`src/hdl/sshu_pkg.sv`:
```
// shared types, constants and register indexes for the sweep scanner with detect hold
// no dependencies; imported by every module of the block
package sshu_pkg;

  localparam int ANGLE_W      = 8;
  localparam int ECHO_W       = 16;
  localparam int CONFIRM_W    = 8;
  localparam int CFG_IDX_W    = 3;
  localparam int CFG_DATA_W   = 16;
  localparam int RUN_COUNT_BITS_DEF = 8;

  // item kinds carried in tuser
  localparam logic OP_MEAS = 1'b0;
  localparam logic OP_STEP = 1'b1;

  // configuration register indexes
  localparam logic [CFG_IDX_W-1:0] REG_NEAR_LIMIT     = 3'd0;
  localparam logic [CFG_IDX_W-1:0] REG_NEAR_CONFIRM   = 3'd1;
  localparam logic [CFG_IDX_W-1:0] REG_CLEAR_CONFIRM  = 3'd2;
  localparam logic [CFG_IDX_W-1:0] REG_ANGLE_LO       = 3'd3;
  localparam logic [CFG_IDX_W-1:0] REG_ANGLE_HI       = 3'd4;
  localparam logic [CFG_IDX_W-1:0] REG_STEP_DEG       = 3'd5;

  // reset values
  localparam logic [ECHO_W-1:0]    NEAR_LIMIT_RST     = 16'd583;
  localparam logic [CONFIRM_W-1:0] NEAR_CONFIRM_RST   = 8'd3;
  localparam logic [CONFIRM_W-1:0] CLEAR_CONFIRM_RST  = 8'd5;
  localparam logic [ANGLE_W-1:0]   ANGLE_LO_RST       = 8'd15;
  localparam logic [ANGLE_W-1:0]   ANGLE_HI_RST       = 8'd165;
  localparam logic [ANGLE_W-1:0]   STEP_DEG_RST       = 8'd4;

  typedef struct packed {
    logic [ECHO_W-1:0]    near_limit_us;
    logic [CONFIRM_W-1:0] near_confirm;
    logic [CONFIRM_W-1:0] clear_confirm;
    logic [ANGLE_W-1:0]   angle_lo;
    logic [ANGLE_W-1:0]   angle_hi;
    logic [ANGLE_W-1:0]   step_deg;
  } cfg_t;

  typedef struct packed {
    logic hold;       // hold state before the current item
    logic hold_next;  // hold state after the current item
    logic near;       // current item counted as near
    logic near_any;   // near run counter nonzero
    logic miss_any;   // miss run counter nonzero
  } det_stat_t;

endpackage

```
`src/hdl/sweep_scanner_with_detect_hold_unit.sv`:
```
// top level of the pan sweep scanner with confirmed-detection hold
// depends on sshu_pkg, sshu_cfg_regs, sshu_detect and sshu_sweep

// Each transaction on the slave stream is either an echo measurement
// (tuser = 0, tdata = echo duration in us, 0 = timeout) or a step tick
// (tuser = 1), and each gives exactly one result transaction carrying the
// pan angle after it, the hold flag and whether the echo counted as near.
// The block takes one transaction every cycle unless a stalled result holds it
// off. The accepting edge loads the input register, and the result register is
// loaded from it once the result side is free; the run counters, hold flag and
// angle are updated combinationally between those two registers. A stalled
// result only holds off the input once the input register is full too.
// Configuration writes are taken at any time with cfg_ready always high but
// must only be made while no transaction is in flight; after reset the angle
// starts at 15.
module sweep_scanner_with_detect_hold_unit import sshu_pkg::*; #(
  parameter int RUN_COUNT_BITS = RUN_COUNT_BITS_DEF
) (
  input  logic                  clk,
  input  logic                  rst,
  input  logic                  s_axis_tvalid,
  output logic                  s_axis_tready,
  input  logic [ECHO_W-1:0]     s_axis_tdata,  // [15:0] echo_us
  input  logic                  s_axis_tuser,  // [0] op
  output logic                  m_axis_tvalid,
  input  logic                  m_axis_tready,
  output logic [15:0]           m_axis_tdata,  // [7:0] angle, [8] holding, [9] near, rest zero
  input  logic                  cfg_valid,
  output logic                  cfg_ready,
  input  logic [CFG_IDX_W-1:0]  cfg_addr,
  input  logic [CFG_DATA_W-1:0] cfg_data
);

  cfg_t               cfg;
  det_stat_t          det_stat;
  logic [ANGLE_W-1:0] angle, angle_next;

  logic               s1_valid;
  logic               s1_op;
  logic [ECHO_W-1:0]  s1_echo;

  logic               out_valid;
  logic [ANGLE_W-1:0] out_angle;
  logic               out_hold;
  logic               out_near;

  logic               advance;
  logic               en;

  assign advance       = !out_valid || m_axis_tready;
  assign en            = s1_valid && advance;
  assign s_axis_tready = !s1_valid || advance;

  sshu_cfg_regs u_cfg (
    .clk       (clk),
    .rst       (rst),
    .cfg_valid (cfg_valid),
    .cfg_ready (cfg_ready),
    .cfg_addr  (cfg_addr),
    .cfg_data  (cfg_data),
    .cfg       (cfg)
  );

  sshu_detect #(
    .RUN_COUNT_BITS (RUN_COUNT_BITS)
  ) u_detect (
    .clk     (clk),
    .rst     (rst),
    .en      (en),
    .op      (s1_op),
    .echo_us (s1_echo),
    .cfg     (cfg),
    .stat    (det_stat)
  );

  sshu_sweep u_sweep (
    .clk        (clk),
    .rst        (rst),
    .en         (en),
    .op         (s1_op),
    .hold       (det_stat.hold),
    .cfg        (cfg),
    .angle      (angle),
    .angle_next (angle_next)
  );

  // input register
  always_ff @(posedge clk) begin
    if (rst) begin
      s1_valid <= 1'b0;
    end else if (s_axis_tready) begin
      s1_valid <= s_axis_tvalid;
    end
  end

  always_ff @(posedge clk) begin
    if (s_axis_tvalid && s_axis_tready) begin
      s1_op   <= s_axis_tuser;
      s1_echo <= s_axis_tdata;
    end
  end

  // result register
  always_ff @(posedge clk) begin
    if (rst) begin
      out_valid <= 1'b0;
    end else if (advance) begin
      out_valid <= s1_valid;
    end
  end

  always_ff @(posedge clk) begin
    if (en) begin
      out_angle <= angle_next;
      out_hold  <= det_stat.hold_next;
      out_near  <= det_stat.near;
    end
  end

  assign m_axis_tvalid = out_valid;
  assign m_axis_tdata  = {6'b0, out_near, out_hold, out_angle};

  // a step tick never reports a near echo
  a_step_not_near: assert property (@(posedge clk) disable iff (rst)
    (en && (s1_op == OP_STEP)) |=> !out_near)
    else $error("step tick reported as near");

  // a step tick leaves the hold state alone
  a_step_keeps_hold: assert property (@(posedge clk) disable iff (rst)
    (en && (s1_op == OP_STEP)) |=> (det_stat.hold == $past(det_stat.hold)))
    else $error("hold changed on a step tick");

  // the angle is frozen while holding
  a_hold_freezes_angle: assert property (@(posedge clk) disable iff (rst)
    (en && det_stat.hold) |=> (angle == $past(angle)))
    else $error("angle moved while holding");

  // near and miss runs are never both in progress
  a_runs_exclusive: assert property (@(posedge clk) disable iff (rst)
    !(det_stat.near_any && det_stat.miss_any))
    else $error("near and miss runs both nonzero");

endmodule

```
`src/hdl/sshu_cfg_regs.sv`:
```
// configuration register file for the sweep scanner
// depends on sshu_pkg for register indexes, reset values and cfg_t
module sshu_cfg_regs import sshu_pkg::*; (
  input  logic                  clk,
  input  logic                  rst,
  input  logic                  cfg_valid,
  output logic                  cfg_ready,
  input  logic [CFG_IDX_W-1:0]  cfg_addr,
  input  logic [CFG_DATA_W-1:0] cfg_data,
  output cfg_t                  cfg
);

  assign cfg_ready = 1'b1;

  always_ff @(posedge clk) begin
    if (rst) begin
      cfg.near_limit_us  <= NEAR_LIMIT_RST;
      cfg.near_confirm   <= NEAR_CONFIRM_RST;
      cfg.clear_confirm  <= CLEAR_CONFIRM_RST;
      cfg.angle_lo       <= ANGLE_LO_RST;
      cfg.angle_hi       <= ANGLE_HI_RST;
      cfg.step_deg       <= STEP_DEG_RST;
    end else if (cfg_valid && cfg_ready) begin
      case (cfg_addr)
        REG_NEAR_LIMIT:     cfg.near_limit_us  <= cfg_data[ECHO_W-1:0];
        REG_NEAR_CONFIRM:   cfg.near_confirm   <= cfg_data[CONFIRM_W-1:0];
        REG_CLEAR_CONFIRM:  cfg.clear_confirm  <= cfg_data[CONFIRM_W-1:0];
        REG_ANGLE_LO:       cfg.angle_lo       <= cfg_data[ANGLE_W-1:0];
        REG_ANGLE_HI:       cfg.angle_hi       <= cfg_data[ANGLE_W-1:0];
        REG_STEP_DEG:       cfg.step_deg       <= cfg_data[ANGLE_W-1:0];
        default: ;
      endcase
    end
  end

endmodule

```
`src/hdl/sshu_detect.sv`:
```
// near detection, saturating run counters and the hold flag
// depends on sshu_pkg for cfg_t, det_stat_t and item kinds
module sshu_detect import sshu_pkg::*; #(
  parameter int RUN_COUNT_BITS = RUN_COUNT_BITS_DEF
) (
  input  logic              clk,
  input  logic              rst,
  input  logic              en,
  input  logic              op,
  input  logic [ECHO_W-1:0] echo_us,
  input  cfg_t              cfg,
  output det_stat_t         stat
);

  localparam int CMP_W = (RUN_COUNT_BITS > CONFIRM_W) ? RUN_COUNT_BITS : CONFIRM_W;

  logic [RUN_COUNT_BITS-1:0] near_run, near_run_next;
  logic [RUN_COUNT_BITS-1:0] miss_run, miss_run_next;
  logic                      hold_flag, hold_flag_next;
  logic                      is_near;
  logic                      hold_mid;
  logic [RUN_COUNT_BITS-1:0] near_inc, miss_inc;

  assign is_near  = (op == OP_MEAS) && (echo_us != '0) && (echo_us <= cfg.near_limit_us);
  // saturating increments
  assign near_inc = (near_run == '1) ? near_run : near_run + 1'b1;
  assign miss_inc = (miss_run == '1) ? miss_run : miss_run + 1'b1;

  always_comb begin
    near_run_next  = near_run;
    miss_run_next  = miss_run;
    hold_flag_next = hold_flag;
    hold_mid       = hold_flag;
    if (op == OP_MEAS) begin
      if (is_near) begin
        near_run_next = near_inc;
        miss_run_next = '0;
      end else begin
        near_run_next = '0;
        miss_run_next = hold_flag ? miss_inc : '0;
      end
      hold_mid = hold_flag ||
                 (CMP_W'(near_run_next) >= CMP_W'(cfg.near_confirm));
      hold_flag_next = hold_mid;
      // leaving hold can happen in the same transaction that entered it
      if (hold_mid && (CMP_W'(miss_run_next) >= CMP_W'(cfg.clear_confirm))) begin
        hold_flag_next = 1'b0;
        near_run_next  = '0;
        miss_run_next  = '0;
      end
    end
  end

  always_ff @(posedge clk) begin
    if (rst) begin
      near_run  <= '0;
      miss_run  <= '0;
      hold_flag <= 1'b0;
    end else if (en) begin
      near_run  <= near_run_next;
      miss_run  <= miss_run_next;
      hold_flag <= hold_flag_next;
    end
  end

  assign stat.hold      = hold_flag;
  assign stat.hold_next = hold_flag_next;
  assign stat.near      = is_near;
  assign stat.near_any  = (near_run != '0);
  assign stat.miss_any  = (miss_run != '0);

endmodule

```
`src/hdl/sshu_sweep.sv`:
```
// bouncing pan angle between the sweep limits, frozen while holding
// depends on sshu_pkg for cfg_t, widths and item kinds
module sshu_sweep import sshu_pkg::*; (
  input  logic               clk,
  input  logic               rst,
  input  logic               en,
  input  logic               op,
  input  logic               hold,
  input  cfg_t               cfg,
  output logic [ANGLE_W-1:0] angle,
  output logic [ANGLE_W-1:0] angle_next
);

  logic               going_up, going_up_next;
  logic [ANGLE_W:0]   up_sum;
  logic [ANGLE_W:0]   down_floor;

  assign up_sum     = {1'b0, angle} + {1'b0, cfg.step_deg};
  // angle - step <= low limit  is the same as  angle <= low limit + step
  assign down_floor = {1'b0, cfg.angle_lo} + {1'b0, cfg.step_deg};

  always_comb begin
    angle_next    = angle;
    going_up_next = going_up;
    if ((op == OP_STEP) && !hold) begin
      if (going_up) begin
        if (up_sum >= {1'b0, cfg.angle_hi}) begin
          angle_next    = cfg.angle_hi;
          going_up_next = 1'b0;
        end else begin
          angle_next = up_sum[ANGLE_W-1:0];
        end
      end else begin
        if ({1'b0, angle} <= down_floor) begin
          angle_next    = cfg.angle_lo;
          going_up_next = 1'b1;
        end else begin
          angle_next = angle - cfg.step_deg;
        end
      end
    end
  end

  always_ff @(posedge clk) begin
    if (rst) begin
      angle    <= ANGLE_LO_RST;
      going_up <= 1'b1;
    end else if (en) begin
      angle    <= angle_next;
      going_up <= going_up_next;
    end
  end

endmodule

```
`config.mk`:
```
export PLATFORM = sky130hd
export DESIGN_NAME = sweep_scanner_with_detect_hold_unit
export DESIGN_NICKNAME = d
export VERILOG_FILES = /design/src/hdl/sshu_pkg.sv /design/src/hdl/sweep_scanner_with_detect_hold_unit.sv /design/src/hdl/sshu_cfg_regs.sv /design/src/hdl/sshu_detect.sv /design/src/hdl/sshu_sweep.sv
export SDC_FILE = /design/constraint.sdc
export NUM_CORES = 1
export LEC_CHECK = 0
export BUFFER_PORTS_ARGS = -buffer_cell sky130_fd_sc_hd__clkbuf_2
export CAP_MARGIN = 0
export CORE_MARGIN = 2
export CORE_UTILIZATION = 44
export DETAILED_ROUTE_END_ITERATION = 10
export GPL_TIMING_DRIVEN = 1
export MAX_ROUTING_LAYER = met4
export PLACE_DENSITY = 0.74
export SLEW_MARGIN = 10
export SYNTH_ARGS = -nofsm -noshare
export SYNTH_HDL_FRONTEND = slang
export SYNTH_SLANG_ARGS = --single-unit
```
`constraint.sdc`:
```
create_clock -name clk -period 10.1 [get_ports clk]
set_input_delay 0.505 -clock clk [delete_from_list [all_inputs] [get_ports clk]]
set_output_delay 0.505 -clock clk [all_outputs]
set_load 0.01 [all_outputs]
```
## After elaboration in Yosys (flattened, before gate mapping)

Cells that the tools add are included.

- Flip-flop bits (word level): 111
- Bits in latches: 0
- RAM bits: 0
- ROM bits: 0
- Input port bits: 41
- Output and inout port bits: 19
- Memories: 0

- Add/subtract/negate cells: 5
- Multiply operators: 0
- Div/mod/pow operators: 0
- Magnitude comparators: 5
- Equality and inequality tests: 7
- Shift operators: 0
- Muxes and demuxes: 18
- Bitwise operators: 1
- Reductions and logical operators: 22

Operators by type and width:

| operator | number |
|---|---|
| $mux 8 | 13 |
| $add 8x8->9 | 2 |
| $add 8x1->8 const B | 2 |
| $eq 8x8->1 const B | 2 |
| $ge 8x8->1 | 2 |
| $le 16x16->1 | 1 |
| $reduce_and 2->1 | 8 |
| $reduce_bool 16->1 | 1 |
| $ge 9x8->1 | 1 |
| $le 8x9->1 | 1 |
| $sub 8x8->8 | 1 |
| $eq 3x2->1 const B | 2 |
| $eq 3x3->1 const B | 2 |
| $logic_and 1x1->1 | 6 |
| $mux 1 | 5 |
| $eq 3x1->1 const B | 1 |
| $logic_not 1->1 | 3 |
| $logic_not 3->1 | 1 |
| $logic_or 1x1->1 | 3 |
| $not 1->1 | 1 |

## Longest topological paths before layout

- Word-level depth: 10
- Mapped depth: 19

## By module

A second synthesis with hierarchy kept.

- Cells, all modules: 835
- Area, all modules: 7,643.6 µm²

Modules (own cells, without submodules):

| module | instances | cells each | area an instance (µm²) | sequential area each (µm²) |
|---|---|---|---|---|
| sshu_cfg_regs | 1 | 217 | 2,294.7 | 1,121.1 |
| sshu_sweep | 1 | 275 | 2,213.4 | 180.2 |
| sshu_detect | 1 | 297 | 2,157.1 | 340.3 |
| sweep_scanner_with_detect_hold_unit | 1 | 46 | 978.4 | 850.8 |

## Worst setup path before layout

OpenSTA, ideal clock, no wires.

- Path kind: register to register
- Start point: register s1_echo[15]
- End point: register u_detect.miss_run[0]
- Setup time: 0.075 ns
- Arrival time: 3.994 ns
- Slack: 6.031 ns
- Cell stages (with the launch flop): 17
- Clock period less this slack: 4.069 ns
- Cell sequence: edfxtp_1 > ha_1 > nand3_1 > or3_1 > or2_2 > a21boi_2 > nand2_1 > nor3_1 > ha_1 > a21o_1 > a31oi_1 > o21ai_0 > o41a_1 > a2111oi_4 > buf_6 > nand2_1 > o22ai_1

- Cells in the longest elaborated chain, start to end: 9
- Elaborated cells between the ends (all ways): 13
- Classes of those cells: 3 x order compare; 5 x mux; 5 x reduce/logical

Ends and longest elaborated chain:

| element | line | source |
|---|---|---|
| from (decl) | sweep_scanner_with_detect_hold_unit.sv:40 | `logic [ECHO_W-1:0] s1_echo;` |
| from (signal assigned) | sweep_scanner_with_detect_hold_unit.sv:99 | `s1_echo <= s_axis_tdata;` |
| branches (longest 2 deep; another with $le 16x16->1) | - |  |
| $logic_and 1x1->1 (*) | sshu_detect.sv:24 | `assign is_near = (op == OP_MEAS) && (echo_us != '0) && (echo_us <= cfg.near_limit_us);` |
| $mux 8 | sshu_detect.sv:35 | `if (is_near) begin` |
| $mux 8 | sshu_detect.sv:34 | `if (op == OP_MEAS) begin` |
| $ge 8x8->1 | sshu_detect.sv:43 | `(CMP_W'(near_run_next) >= CMP_W'(cfg.near_confirm));` |
| $logic_or 1x1->1 | sshu_detect.sv:42 | `hold_mid = hold_flag \|\|` |
| $logic_and 1x1->1 | sshu_detect.sv:46 | `if (hold_mid && (CMP_W'(miss_run_next) >= CMP_W'(cfg.clear_confirm))) begin` |
| $mux 8 (*) | sshu_detect.sv:46 |  |
| to (signal assigned) | sshu_detect.sv:61 | `miss_run <= miss_run_next;` |
| to (decl) | sshu_detect.sv:18 | `logic [RUN_COUNT_BITS-1:0] miss_run, miss_run_next;` |

Every way passes the cells marked *. The select of a mux whose other input is x is not followed.
A chain may end at the register's enable or synchronous reset.

## Worst setup path after layout

- Start point: register s1_echo[15]
- End point: register u_detect.near_run[3]

- Cells in the longest elaborated chain, start to end: 9
- Elaborated cells between the ends (all ways): 13
- Classes of those cells: 3 x order compare; 5 x mux; 5 x reduce/logical

Ends and longest elaborated chain:

| element | line | source |
|---|---|---|
| branches (longest 2 deep; another with $le 16x16->1) | - |  |
| $logic_and 1x1->1 (*) | sshu_detect.sv:24 |  |
| $mux 8 | sshu_detect.sv:35 |  |
| $mux 8 | sshu_detect.sv:34 |  |
| $ge 8x8->1 | sshu_detect.sv:43 |  |
| $logic_or 1x1->1 | sshu_detect.sv:42 |  |
| $logic_and 1x1->1 | sshu_detect.sv:46 |  |
| $mux 8 (*) | sshu_detect.sv:46 |  |
| to (signal assigned) | sshu_detect.sv:60 | `near_run <= near_run_next;` |
| to (decl) | sshu_detect.sv:17 | `logic [RUN_COUNT_BITS-1:0] near_run, near_run_next;` |

Marked as above.

==> results.cfg <==
[status]
outcome = complete, no violations

[setup_path]
cp_cell_sequence = ha_1, nand3_1, or3_1, or2_2, a21boi_2, nand2_1, nor3_1, ha_1, a21o_1, a31oi_1, o21ai_0, o41a_1, a2111oi_4, buf_4, nand2_1, o31ai_1
timing.critical_path.buf_inv = 1
slowest_stage = edfxtp_1
reg2regPathDepth = 16
cpPeakStageDelay_ps = 410
cp.required_ps = 10370
arrival_ps = 4920
cp.depth = 16
critPathLaunchType = register
criticalPathCategory = reg -> reg
critical_path.top_delay_family = compound AO/OA/AOI/OAI gates
endpoint_kind = register
critPathMaxFanout = 24

[die]
fp.dieW_um = 129
dieHeight_um = 129
core-area_sq_um = 15300
start_util = 0.452
io_pins = 60
fp.dieArea_sq_um = 16700
rows = 45

[clocking]
clkTransAtPathRegs_ps = 70
ctsResizeCount = 0
clk_latency_ps = 360
cts_made_buffers = 9
cts_buffer_depth = 2
post_cts_buffers = 0
htreeDepth = 3
cts_tree = yes
clock-sinks = 111
root_buffer = clkbuf_16
hold_buffers = 0

[placed_design]
gp_congestion = 0.896
dpl_cell_area_sq_um = 7270
post-place-ws_ps = 5510
portBuffers = 52
dp_hpwl_um = 11600

[hold_path]
hold_class = in -> reg
min_path_cells = 1

[grt]
antenna_found_initial = 0
grt_pass1_vias = 5294
grt.overflow.total = 0
grt_pass1_wl_um = 25500
grt_max_degree = 74
grt_usage = 0.200

[power_and_ir_drop]
power_frac_comb = 0.149
clkPwrFrac = 0.367
seqPwrFrac = 0.483
ir_drop_mv = 0.123
switching_power_mw = 0.272
p_int_mw = 0.724
swShare = 0.273
leakage_nw = 3.18
power_density_nw_per_um2 = 131

[synthesis]
ys_seq_area_frac = 0.362
synthArstFlopShare = 0
synth_top_family_by_area = simple AND/OR/NAND/NOR gates
synthAdderAreaFrac = 0.141
synth.area.mux_share = 0.0300
synth_edf_count = 27
syn_inst = 818
synth.distinct_cells = 61
syn_area_per_cell_sq_um = 8.43
yosysWarnings = 0
yosys.area_share.simple = 0.196
ys_seq_elements = 111
synthXorXnorAreaFrac = 0.0229
synthFlopType = dfxtp_1
synthesis.area_sq_um = 6890
synth_compound_area_frac = 0.182

[sta]
hold_slack_ps = 320
skew_ps = 13.3
relSlewSlack = 0.315
timing.setup.tns_ps = 0
finalSetupViolCount = 0
hold_viol = 0
post-route-period-util = 0.461
grt_setup_unrepaired = no
maxSlewViolCount = 0
finalCriticalPeriod_ps = 4660
timing.final.ws_setup_ps = 5440
worst_pin_slew_ps = 1020
fmax_ghz = 0.215

[routing]
wl_per_cell_um = 14.3
drc_errors = 0
drtIter0Drc = 328
drtAntennaViolNets = 0
drt-pass1-iter-count = 7
vias = 5618
finalWirelength_um = 15300
via_per_inst = 5.25

[finish]
fillers = 1484
nets = 971
final_util = 0.497
finalInstanceArea_sq_um = 7590
area_growth_syn_to_layout_pct = 10.1
antenna_cells = 0
drive_gt1_frac = 0.108

[job]
maxCapViolations = 0
## cells by family after synthesis
group           after synthesis
buf+inv                     105
compound gates              192
fa+ha+maj                    76
simple gates                294
other cells                   2
xor+xnor                     18
flops                       111
mux                          20
## through the flow
step	power, mW	std cells
finish	0.996	1070
global route	1.04	1070
CTS	1.01	1070
detailed placement	0.639	1054
global placement	0.636	1054
floorplan	0.599	823
## power groups by stage
stage               clock [mW]  combinational [mW]  sequential (mW)
detailed placement           0               0.147            0.492
CTS                      0.375               0.148            0.481
global route             0.390               0.168            0.483
finish                   0.366               0.149            0.481
global placement             0               0.145            0.491
floorplan                    0               0.111            0.488
## sequential cells by signal (all words and copies together), names as in the netlist, 8 cells and up
register / flops
out_angle: 8
s1_echo: 16
u_cfg.cfg: 56
u_detect.miss_run: 8
u_detect.near_run: 8
u_sweep.angle: 8
## worst paths after layout
kind	slack, ps	startpoint	to
setup reg to reg	5440	s1_echo[15]$_DFFE_PP_	u_detect.near_run[3]$_SDFFE_PP0P_
hold / removal	320	s_axis_tdata[13]	s1_echo[13]$_DFFE_PP_
hold reg to reg	450	u_cfg.cfg[54]$_SDFFE_PP0P_	u_cfg.cfg[54]$_SDFFE_PP0P_
setup / recovery	5440	s1_echo[15]$_DFFE_PP_	u_detect.near_run[3]$_SDFFE_PP0P_
## layout make-up
| cell class | instances | area [sq um] | share of cell area |
|---|---|---|---|
| clock inverter | 5 | 47.5 | 0.00627 |
| inverter | 70 | 263 | 0.0346 |
| tap | 211 | 264 | 0.0348 |
| multi-input combinational | 607 | 3970 | 0.524 |
| clock buffer | 11 | 264 | 0.0348 |
| sequential | 111 | 2490 | 0.329 |
| timing repair buffer | 55 | 283 | 0.0373 |
## cells in the final DEF (no fill, tap or decap), types with 10 or more instances in the layout
master / Yosys / final
a211o_1: 10 / 10
a21o_1: 11 / 11
a21oi_1: 77 / 77
a31oi_1: 17 / 17
clkbuf_16: 0 / 10
clkbuf_2: 0 / 52
dfxtp_1: 84 / 84
edfxtp_1: 27 / 27
ha_1: 73 / 73
inv_1: 69 / 69
mux2i_1: 15 / 15
nand2_1: 137 / 137
nand2b_1: 12 / 12
nand3_1: 23 / 23
nand3b_1: 16 / 16
nor2_1: 52 / 52
nor2b_1: 15 / 15
nor3_1: 12 / 11
o21ai_0: 28 / 28
xnor2_1: 14 / 14
## Yosys cell counts (14+ instances only)
master	count	area share
ha_1	73	0.13
nand3b_1	16	0.017
nand3_1	23	0.017
nand2_1	137	0.075
nor2_1	52	0.028
mux2i_1	15	0.022
inv_1	69	0.038
a21oi_1	77	0.056
edfxtp_1	27	0.12
clkbuf_1	18	0.0098
nor2b_1	15	0.014
o21ai_0	28	0.020
a31oi_1	17	0.015
xnor2_1	14	0.018
dfxtp_1	84	0.24
## metal layers
metal | vias up | global-route usage | routed length, um
met5 | - | - | 0
met3 | 30 | 0.0405 | 576
met4 | 0 | 0.0703 | 422
met2 | 123 | 0.332 | 7370
li1 | 2914 | - | -
met1 | 2551 | 0.241 | 6980
Note: power is estimated with default switching activity, not from simulation.
